`src/kmsd_pkg.sv`:
```
// ----------------------------------------------------------------------------
// kmsd_pkg: shared types and constants for the keypad scanner
// Event codes, the no-key marker and the result record passed between
// the debounce core and the top level.
// ----------------------------------------------------------------------------
package kmsd_pkg;

	localparam int unsigned KEY_W    = 4;
	localparam int unsigned KEYS     = 16;
	localparam int unsigned CAND_W   = 5;
	localparam int unsigned COUNT_W  = 8;

	localparam logic [CAND_W-1:0]  NO_KEY        = 5'd16;
	localparam logic [COUNT_W-1:0] COUNT_MAX     = 8'd255;
	localparam logic [COUNT_W-1:0] THRESHOLD_RST = 8'd10;

	typedef enum logic [1:0] {
		EV_NONE    = 2'd0,
		EV_PRESS   = 2'd1,
		EV_RELEASE = 2'd2
	} event_t;

	typedef struct packed {
		event_t           ev;
		logic [KEY_W-1:0] key;
	} result_t;

endpackage

```
`src/kmsd_scan_if.sv`:
```
// ----------------------------------------------------------------------------
// kmsd_scan_if: scan sample channel
// Valid/ready channel that carries one 16-bit key matrix sample.
// ----------------------------------------------------------------------------
interface kmsd_scan_if;
	logic        valid;
	logic        ready;
	logic [15:0] key_matrix;

	modport source (output valid, output key_matrix, input ready);
	modport sink (input valid, input key_matrix, output ready);
endinterface

```
`src/kmsd_result_if.sv`:
```
// ----------------------------------------------------------------------------
// kmsd_result_if: key event channel
// Valid/ready channel that carries one key event and its key index.
// ----------------------------------------------------------------------------
interface kmsd_result_if;
	logic       valid;
	logic       ready;
	logic [1:0] event_res;
	logic [3:0] key_index;

	modport source (output valid, output event_res, output key_index, input ready);
	modport sink (input valid, input event_res, input key_index, output ready);
endinterface

```
`src/kmsd_debounce.sv`:
```
// ----------------------------------------------------------------------------
// kmsd_debounce: priority encoder and debounce state
// Picks the first pressed key of a sample and updates the candidate key,
// confidence count and held flag when step is high.
// ----------------------------------------------------------------------------
module kmsd_debounce (
	input  logic                          clk,
	input  logic                          arst_n,
	input  logic                          step,
	input  logic [15:0]                   key_matrix,
	input  logic [kmsd_pkg::COUNT_W-1:0]  threshold,
	output kmsd_pkg::result_t             res
);

	logic                          held_q;
	logic [kmsd_pkg::COUNT_W-1:0]  count_q;
	logic [kmsd_pkg::CAND_W-1:0]   cand_q;

	logic                          held_d;
	logic [kmsd_pkg::COUNT_W-1:0]  count_d;
	logic [kmsd_pkg::CAND_W-1:0]   cand_d;
	logic [kmsd_pkg::COUNT_W-1:0]  count_inc;
	logic [kmsd_pkg::CAND_W-1:0]   scanned;

	// lowest set bit wins: column 0 first, row 0 first
	always_comb begin
		scanned = kmsd_pkg::NO_KEY;
		for (int i = kmsd_pkg::KEYS - 1; i >= 0; i--) begin
			if (key_matrix[i]) begin
				scanned = kmsd_pkg::CAND_W'(i);
			end
		end
	end

	assign count_inc = (count_q == kmsd_pkg::COUNT_MAX) ? count_q : count_q + 1'b1;

	always_comb begin
		held_d  = held_q;
		count_d = count_q;
		cand_d  = cand_q;
		res.ev  = kmsd_pkg::EV_NONE;
		res.key = '0;
		if (scanned == cand_q) begin
			if (scanned != kmsd_pkg::NO_KEY) begin
				if (!held_q) begin
					count_d = count_inc;
					if (count_inc >= threshold) begin
						held_d  = 1'b1;
						res.ev  = kmsd_pkg::EV_PRESS;
						res.key = cand_q[kmsd_pkg::KEY_W-1:0];
					end
				end else begin
					count_d = threshold;
				end
			end
		end else if (held_q) begin
			if (count_q <= 8'd1) begin
				count_d = '0;
				held_d  = 1'b0;
				cand_d  = scanned;
				res.ev  = kmsd_pkg::EV_RELEASE;
			end else begin
				count_d = count_q - 1'b1;
			end
		end else begin
			count_d = '0;
			cand_d  = scanned;
		end
	end

	always_ff @(posedge clk or negedge arst_n) begin
		if (!arst_n) begin
			held_q  <= 1'b0;
			count_q <= '0;
			cand_q  <= kmsd_pkg::NO_KEY;
		end else if (step) begin
			held_q  <= held_d;
			count_q <= count_d;
			cand_q  <= cand_d;
		end
	end

	a_held_has_key: assert property (@(posedge clk) disable iff (!arst_n)
		held_q |-> cand_q != kmsd_pkg::NO_KEY)
		else $error("held flag set without a candidate key");

	a_press_sets_held: assert property (@(posedge clk) disable iff (!arst_n)
		step && res.ev == kmsd_pkg::EV_PRESS |=> held_q)
		else $error("press event did not set held");

	a_release_clears: assert property (@(posedge clk) disable iff (!arst_n)
		step && res.ev == kmsd_pkg::EV_RELEASE |=> !held_q && count_q == '0)
		else $error("release event did not clear state");

	a_press_from_idle: assert property (@(posedge clk) disable iff (!arst_n)
		res.ev == kmsd_pkg::EV_PRESS |-> !held_q && res.key == cand_q[kmsd_pkg::KEY_W-1:0])
		else $error("press event while already held or wrong key");

endmodule

```
`src/keypad_matrix_scan_debounce.sv`:
```
// ----------------------------------------------------------------------------
// keypad_matrix_scan_debounce: 4x4 key matrix scanner with debounce
// Takes key matrix samples, reports debounced press and release events.
// ----------------------------------------------------------------------------
// Usage:
//   scan   : sink channel, one 16-bit sample per request, bit col*4+row set
//            when that key reads pressed.
//   result : source channel, exactly one event per sample (none, press with
//            key index, or release), in sample order.
//   wr_en / wr_data : debounce threshold write; change it only while idle.
// Path: an accepted sample is registered in the input register and moves
//   into the result register once that register is free to take it.
// Throughput: one sample per cycle while results are taken; the encode
//   and debounce update form combinational logic between the two registers.
// Reset: threshold returns to 10, no key held, count zero, both stages empty.
// Stall: while result is not taken the result register holds, the input
//   register holds behind it, and scan.ready drops once both are full.
// ----------------------------------------------------------------------------
module keypad_matrix_scan_debounce (
	input  logic                  clk,
	input  logic                  arst_n,
	kmsd_scan_if.sink             scan,
	kmsd_result_if.source         result,
	input  logic                  wr_en,
	input  logic [7:0]            wr_data
);

	logic                          valid_s1;
	logic [15:0]                   matrix_s1;
	logic                          out_valid_q;
	kmsd_pkg::result_t             res_q;
	kmsd_pkg::result_t             res_d;
	logic [kmsd_pkg::COUNT_W-1:0]  threshold_q;
	logic                          out_free;
	logic                          advance;

	assign out_free   = !out_valid_q || result.ready;
	assign advance    = valid_s1 && out_free;
	assign scan.ready = !valid_s1 || out_free;

	always_ff @(posedge clk or negedge arst_n) begin
		if (!arst_n) begin
			threshold_q <= kmsd_pkg::THRESHOLD_RST;
		end else if (wr_en) begin
			threshold_q <= wr_data;
		end
	end

	always_ff @(posedge clk or negedge arst_n) begin
		if (!arst_n) begin
			valid_s1 <= 1'b0;
		end else if (scan.ready) begin
			valid_s1 <= scan.valid;
		end
	end

	always_ff @(posedge clk) begin
		if (scan.ready && scan.valid) begin
			matrix_s1 <= scan.key_matrix;
		end
	end

	kmsd_debounce u_debounce (
		.clk        (clk),
		.arst_n     (arst_n),
		.step       (advance),
		.key_matrix (matrix_s1),
		.threshold  (threshold_q),
		.res        (res_d)
	);

	always_ff @(posedge clk or negedge arst_n) begin
		if (!arst_n) begin
			out_valid_q <= 1'b0;
		end else if (out_free) begin
			out_valid_q <= valid_s1;
		end
	end

	always_ff @(posedge clk) begin
		if (advance) begin
			res_q <= res_d;
		end
	end

	assign result.valid     = out_valid_q;
	assign result.event_res = res_q.ev;
	assign result.key_index = res_q.key;

	a_ready_only_when_full: assert property (@(posedge clk) disable iff (!arst_n)
		!scan.ready |-> valid_s1 && out_valid_q)
		else $error("input stalled with a free stage");

	a_release_key_zero: assert property (@(posedge clk) disable iff (!arst_n)
		out_valid_q && res_q.ev != kmsd_pkg::EV_PRESS |-> res_q.key == '0)
		else $error("key index set on a non-press event");

	a_advance_fills_out: assert property (@(posedge clk) disable iff (!arst_n)
		advance |=> out_valid_q)
		else $error("result lost on advance");

endmodule

```
`src/flat_wrapper.sv`:
```
// flat-port wrapper written by rule: the top's interface ports become plain ports
module keypad_matrix_scan_debounce_flat 
  (clk, arst_n, wr_en, wr_data, scan_valid, scan_key_matrix, scan_ready, result_valid, result_event_res, result_key_index, result_ready);
  kmsd_scan_if scan_i ();
  kmsd_result_if result_i ();
  input  logic clk;
  input  logic arst_n;
  input  logic wr_en;
  input  logic [7:0] wr_data;
  input wire logic [$bits(scan_i.valid)-1:0] scan_valid;
  input wire logic [$bits(scan_i.key_matrix)-1:0] scan_key_matrix;
  output wire logic [$bits(scan_i.ready)-1:0] scan_ready;
  output wire logic [$bits(result_i.valid)-1:0] result_valid;
  output wire logic [$bits(result_i.event_res)-1:0] result_event_res;
  output wire logic [$bits(result_i.key_index)-1:0] result_key_index;
  input wire logic [$bits(result_i.ready)-1:0] result_ready;
  assign scan_i.valid = scan_valid;
  assign scan_i.key_matrix = scan_key_matrix;
  assign scan_ready = scan_i.ready;
  assign result_valid = result_i.valid;
  assign result_event_res = result_i.event_res;
  assign result_key_index = result_i.key_index;
  assign result_i.ready = result_ready;
  keypad_matrix_scan_debounce u_core (.clk(clk), .arst_n(arst_n), .scan(scan_i), .result(result_i), .wr_en(wr_en), .wr_data(wr_data));
endmodule
```
`config.mk`:
```
export PLATFORM = sky130hd
export DESIGN_NAME = keypad_matrix_scan_debounce_flat
export DESIGN_NICKNAME = d
export VERILOG_FILES = /design/src/kmsd_pkg.sv /design/src/kmsd_scan_if.sv /design/src/kmsd_result_if.sv /design/src/kmsd_debounce.sv /design/src/keypad_matrix_scan_debounce.sv /design/src/flat_wrapper.sv
export SDC_FILE = /design/constraint.sdc
export NUM_CORES = 1
export LEC_CHECK = 0
export BUFFER_PORTS_ARGS = -buffer_cell sky130_fd_sc_hd__buf_2
export CORE_ASPECT_RATIO = 0.5
export CORE_MARGIN = 8
export CORE_UTILIZATION = 52
export DETAILED_ROUTE_END_ITERATION = 10
export PLACE_DENSITY = 0.76
export SETUP_SLACK_MARGIN = 0.1
export SLEW_MARGIN = 20
export SYNTH_ARGS = -nofsm -noshare
export SYNTH_HDL_FRONTEND = slang
export SYNTH_SLANG_ARGS = --single-unit
```
`constraint.sdc`:
```
create_clock -name clk -period 3 [get_ports clk]
set_input_delay 0.15 -clock clk [delete_from_list [all_inputs] [get_ports clk]]
set_output_delay 0.15 -clock clk [all_outputs]
set_load 0.05 [all_outputs]
```
Word level (Yosys, flattened, before mapping)
Cells that the tools add are included.
{"block": "word_totals", "out_inout_bits": 8, "input_bits": 29, "reg_bits": 46}
{"block": "classes", "order_cmp": 2, "n_addsub": 2, "eq_ne": 5, "n_mux": 36, "reduce_logical": 9, "bitwise_logic": 3}
{"op": "$mux W5", "count": 21}
{"op": "$mux W8", "count": 6}
{"op": "$add A8 B1 Y8 const B", "count": 1}
{"op": "$eq A8 B8 Y1 const B", "count": 1}
{"op": "$ge A8 B8 Y1", "count": 1}
{"op": "$le A8 B1 Y1 const B", "count": 1}
{"op": "$sub A8 B1 Y8 const B", "count": 1}
{"op": "$mux W1", "count": 6}
{"op": "$mux W2", "count": 3}
{"op": "$eq A5 B5 Y1", "count": 1}
{"op": "$ne A5 B5 Y1 const B", "count": 1}
{"op": "$ne A2 B1 Y1 const B", "count": 2}
{"op": "$reduce_or A4 Y1", "count": 1}
{"op": "$not A1 Y1", "count": 3}
{"op": "$reduce_and A3 Y1", "count": 1}
{"op": "$logic_and A1 B1 Y1", "count": 2}
{"op": "$logic_not A1 Y1", "count": 2}
{"op": "$logic_or A1 B1 Y1", "count": 2}
{"op": "$reduce_and A2 Y1", "count": 1}

Longest topological paths before layout
{"block": "logic_depth", "depth_word": 19, "mapped_depth": 12, "ltp_nobuf": 12}

Cells and area by module
Synthesis repeated with hierarchy kept, for this count alone.
{"block": "unflattened", "hier_cells": 252, "hier_area_um2": 2798.9}
{"module": "kmsd_debounce", "seq_area_each_um2": 351.6, "n_inst": 1, "cells_per_inst": 205, "area_per_inst_um2": 1715.4}
{"module": "keypad_matrix_scan_debounce", "seq_area_each_um2": 913.4, "n_inst": 1, "cells_per_inst": 47, "area_per_inst_um2": 1083.5}

Least setup slack after synthesis
Ideal clock, no wire load.
{"block": "synth_path", "path_kind": "reg2reg", "startpoint": "register u_core.u_debounce.count_q[5] (netlist name)", "endpoint": "register u_core.res_q (netlist bit u_core.result.key_index[0]), data pin", "arrival_ps": 2589, "stages_incl_launch_ff": 12, "period_less_slack_ps": 2860, "slack_ps": 140, "path_buffers": 1, "cell_sequence": "dfrtp_1 -> clkbuf_1 -> nand4_1 -> nor2_1 -> mux2_2 -> ha_1 -> a21o_1 -> a21o_1 -> a211oi_1 -> o21ai_0 -> o211ai_1 -> nor3_1"}
{"block": "synth_between", "elab_chain_cells": 5, "elab_cells_between_ends": 6, "cone_classes": "1 x add/sub; 1 x order compare; 1 x eq/ne; 1 x mux; 1 x bitwise; 1 x reduce/logical"}
{"element": "start: declaration", "line_no": "kmsd_debounce.sv:16", "source": "logic [kmsd_pkg::COUNT_W-1:0] count_q;"}
{"element": "start signal: assignment", "line_no": "kmsd_debounce.sv:78", "source": "count_q <= count_d;"}
{"element": "$add A8 B1 Y8 or $eq A8 B8 Y1 (tied branches)", "line_no": "kmsd_debounce.sv:35", "source": "assign count_inc = (count_q == kmsd_pkg::COUNT_MAX) ? count_q : count_q + 1'b1;"}
{"element": "$mux W8 *", "line_no": "kmsd_debounce.sv:35"}
{"element": "$ge A8 B8 Y1 *", "line_no": "kmsd_debounce.sv:47", "source": "if (count_inc >= threshold) begin"}
{"element": "$not A1 Y1 (no source line) *"}
{"element": "$reduce_or A4 Y1 (no source line) *"}
{"element": "end signal: assignment", "line_no": "keypad_matrix_scan_debounce.sv:82", "source": "res_q <= res_d;"}
{"element": "end: declaration", "line_no": "keypad_matrix_scan_debounce.sv:31", "source": "kmsd_pkg::result_t res_q;"}
Mark *: on every way between the ends. The rest lies on a longest branch, timed or not.
A chain may end at the register's enable or synchronous reset.

Worst setup path after layout
{"block": "layout_path", "startpoint": "register u_core.matrix_s1[12]", "endpoint": "register u_core.u_debounce.count_q[7] (netlist name)"}
{"block": "layout_between", "elab_chain_cells": 16, "elab_cells_between_ends": 18, "cone_classes": "3 x eq/ne; 14 x mux; 1 x reduce/logical"}
{"element": "start: declaration", "line_no": "keypad_matrix_scan_debounce.sv:29", "source": "logic [15:0] matrix_s1;"}
{"element": "start signal: assignment", "line_no": "keypad_matrix_scan_debounce.sv:59", "source": "matrix_s1 <= scan.key_matrix;"}
{"element": "$mux W5 * (13 in a row)", "line_no": "kmsd_debounce.sv:29", "source": "if (key_matrix[i]) begin"}
{"element": "$eq A5 B5 Y1 or $ne A5 B5 Y1 (tied branches)", "line_no": "kmsd_debounce.sv:43, kmsd_debounce.sv:44"}
{"element": "$ne A2 B1 Y1 (no source line)"}
{"element": "$reduce_and A2 Y1 (no source line)"}
Marked as above.

==> out/results.ini <==
[sta]
min_period_ns=2.78
fin_crit_sh=0.926
setup_viol_count_final=0
slew_headroom=0.575
rsz0062_at_grt=no
worst_slew_pin_slew_ns=0.637
max_freq_mhz=360
slew_viol_final=0
fin_worst_skew_ns=0.00805
hold_viol_final=0

[setup_path]
crit_fanout=9
cp.depth=7
cpMaxStageDelayCell=or4_4
cp-end-kind=flip-flop
required_ns=3.19
critPathMaxStageDelay_ns=0.60
critical_path_buf_inv_count=0
crit_type=reg2reg
rr_startpoint=u_core.matrix_s1[12]$_DFFE_PP_
rr_endpoint=u_core.u_debounce.count_q[7]$_DFFE_PN0P_
cp_top_family=compound AO/OA/AOI/OAI gates
r2r_slack_ns=0.22
startpoint=u_core.matrix_s1[12]$_DFFE_PP_
path_cells=or4_4 > a31o_1 > a21o_1 > a221o_1 > o21ai_2 > o221ai_1 > o2bb2ai_1
reg2reg_depth=7
critPathCapture=u_core.u_debounce.count_q[7]$_DFFE_PN0P_
arrival_ns=2.97
worstSetupStartpointType=flip-flop

[finish]
layout_commonest_cell=buf_2
nets=353
seqCellArea_sq_um=1260
drive_above_1_share=0.268
synthToLayoutAreaGrowth_pct=18.3
layout.core_utilization=0.646
final_cell_mix=buf_2, nor2_1, edfxtp_1
fillCellCount=399
n_antenna_cell=0
multi_input_area_sq_um=1420

[logic_synthesis]
netlist_area_sq_um=2720
synth_nets=304
syn_inst=264
ys_warn_count=0
synth-main-ff-cell=edfxtp_1
ys_seq_area_frac=0.466
synth.top_cells.by_area=edfxtp_1, dfrtp_1, ha_1, mux2i_1, nor2_1
synth_async_sr_flop_share=0.522
ys_ff_latch=46
syn_avg_cell_area_sq_um=10.3
yosysTopAreaCell=edfxtp_1
synth_edf_count=22
synth.distinct_cells=55
netlist.area_leader.share=0.243

[floorplan]
die_x_um=118
top_level_ports=37
num_rows=18
dieArea_sq_um=7930
initial_utilization=0.546
die_y_um=67.1
core_area_sq_um=4980

[grt]
grt_first_pass_wirelength_mm=10.4
track_usage=0.161
grt-ovfl-total=0
antenna_found_initial=0
grt_pass1_vias=2241
grt_max_degree=25

[run]
maxCapViolations=0

[route]
wire_per_inst_um=16.2
ant_nets=0
num_vias=2228
wirelength_mm=6.20
drt_iter0_markers=146
vias_per_cell=5.80
drc=0
first_pass_iters=4

[placed_design]
hpwlAfterDp_mm=4.68
io_buffer_count=36
globalplace.congestion=0.873

[power_and_ir_drop]
p_per_area_nw_per_um2=632
vdd_drop_max_mv=0.317
power.total_w=0.00203
total_leakage_power_nw=1.35

[clock_network]
htreeDepth=2
cts_buffer_depth=2
clockRootBuffer=clkbuf_8
clkTransAtPathRegs_ns=0.10
cts_tree=built
cts_made_buffers=5
cts.sinks=46
clock_latency_ns=0.31

[outcome]
status=finished clean

[min_path]
hold_class=in2reg

power by group:
group	total, W	internal, W	switching, W
Combinational	0.000807	0.000343	0.000464
Clock	0.000406	0.000169	0.000238
Sequential	0.000817	0.000742	0.0000752
Total	0.00203	0.00125	0.000777
through the flow:
step / setup WS, ns / instance area, sq um / setup TNS [ns] / instances / hold WS [ns]
6_report: 0.223 / 3210 / 0 / 384 / 0.0118
5_1_grt: 0.0929 / 3210 / 0 / 384 / 0.00126
4_1_cts: 0.132 / 3150 / 0 / 383 / 0.0115
3_5_place_dp: -0.00104 / 3030 / -0.00104 / 372 / 0.177
3_3_place_gp: 0.163 / 3030 / 0 / 372 / 0.162
2_1_floorplan: 0.140 / 2720 / 0 / 264 / -0.146
cell usage after synthesis (all sizes together) (3+ instances only):
| master | n |
|---|---|
| nor3 | 13 |
| nor4 | 6 |
| ha | 11 |
| xor2 | 3 |
| or4 | 5 |
| a21o | 4 |
| nand3b | 3 |
| o2bb2ai | 6 |
| o31ai | 4 |
| mux2 | 7 |
| edfxtp | 22 |
| o21ai | 14 |
| o221ai | 6 |
| nand2b | 6 |
| dfrtp | 21 |
| o21a | 5 |
| clkbuf | 6 |
| nor2b | 5 |
| nor2 | 25 |
| dfstp | 3 |
| or3 | 5 |
| mux2i | 10 |
| nand2 | 16 |
| a211oi | 4 |
| inv | 15 |
| a21oi | 3 |
| nand3 | 10 |
routing by layer:
| layer | vias up | share of wire | global-route usage |
|---|---|---|---|
| met3 | 9 | 0.053 | 0.0379 |
| li1 | 1099 | - | - |
| met5 | - | 0 | 0 |
| met2 | 68 | 0.49 | 0.282 |
| met1 | 1052 | 0.44 | 0.196 |
| met4 | 0 | 0.013 | 0.0521 |
area by class of cell:
class | instances | share of cell area
flip-flops and latches | 46 | 0.394
repair buffers | 50 | 0.0896
well taps | 70 | 0.0273
inverters | 15 | 0.0175
clock buffers | 5 | 0.0214
clock inverters | 3 | 0.00779
multi-input cells | 195 | 0.443
timing repair:
action,4_1_cts,5_1_grt
pin swaps,0,6
setup buffers,2,1
hold endpoints to repair,21,0
endpoints found under the setup margin,6,15
cloned,0,0
gates resized for setup,2,12
hold buffers,1,0
how the worst min path moves through the flow:
stage / to / slack [ns] / from / cells after the start
6_report: u_core.matrix_s1[0]$_DFFE_PP_ / 0.01 / scan_key_matrix[0] / 1
5_1_grt: u_core.matrix_s1[15]$_DFFE_PP_ / 0.001 / scan_key_matrix[15] / 1
4_1_cts: u_core.matrix_s1[0]$_DFFE_PP_ / 0.01 / scan_key_matrix[0] / 1
3_5_place_dp: u_core.u_debounce.cand_q[1]$_DFFE_PN0P_ / 0.18 / arst_n / 1
3_3_place_gp: u_core.u_debounce.cand_q[1]$_DFFE_PN0P_ / 0.16 / arst_n / 1
2_1_floorplan: u_core.result.valid$_DFFE_PN0P_ / -0.15 / arst_n / 0
sequential cells by signal (all words and copies together) (netlist names):
| signal | count |
|---|---|
| u_core.result.key_index | 4 |
| u_core.result.valid | 1 |
| u_core.result.event_res | 2 |
| u_core.u_debounce.held_q | 1 |
| u_core.u_debounce.cand_q | 5 |
| u_core.threshold_q | 8 |
| u_core.valid_s1 | 1 |
| u_core.u_debounce.count_q | 8 |
| u_core.matrix_s1 | 16 |
kinds of logic after synthesis:
family | share of synthesized area
XOR/XNOR | 0.0129
flip-flops | 0.466
buffers and inverters | 0.0323
adder cells (fa/ha/maj) | 0.0507
AO/OA/AOI/OAI | 0.179
AND/OR/NAND/NOR | 0.193
multiplexers | 0.0659
No activity file was read; power rests on OpenSTA's default activity.
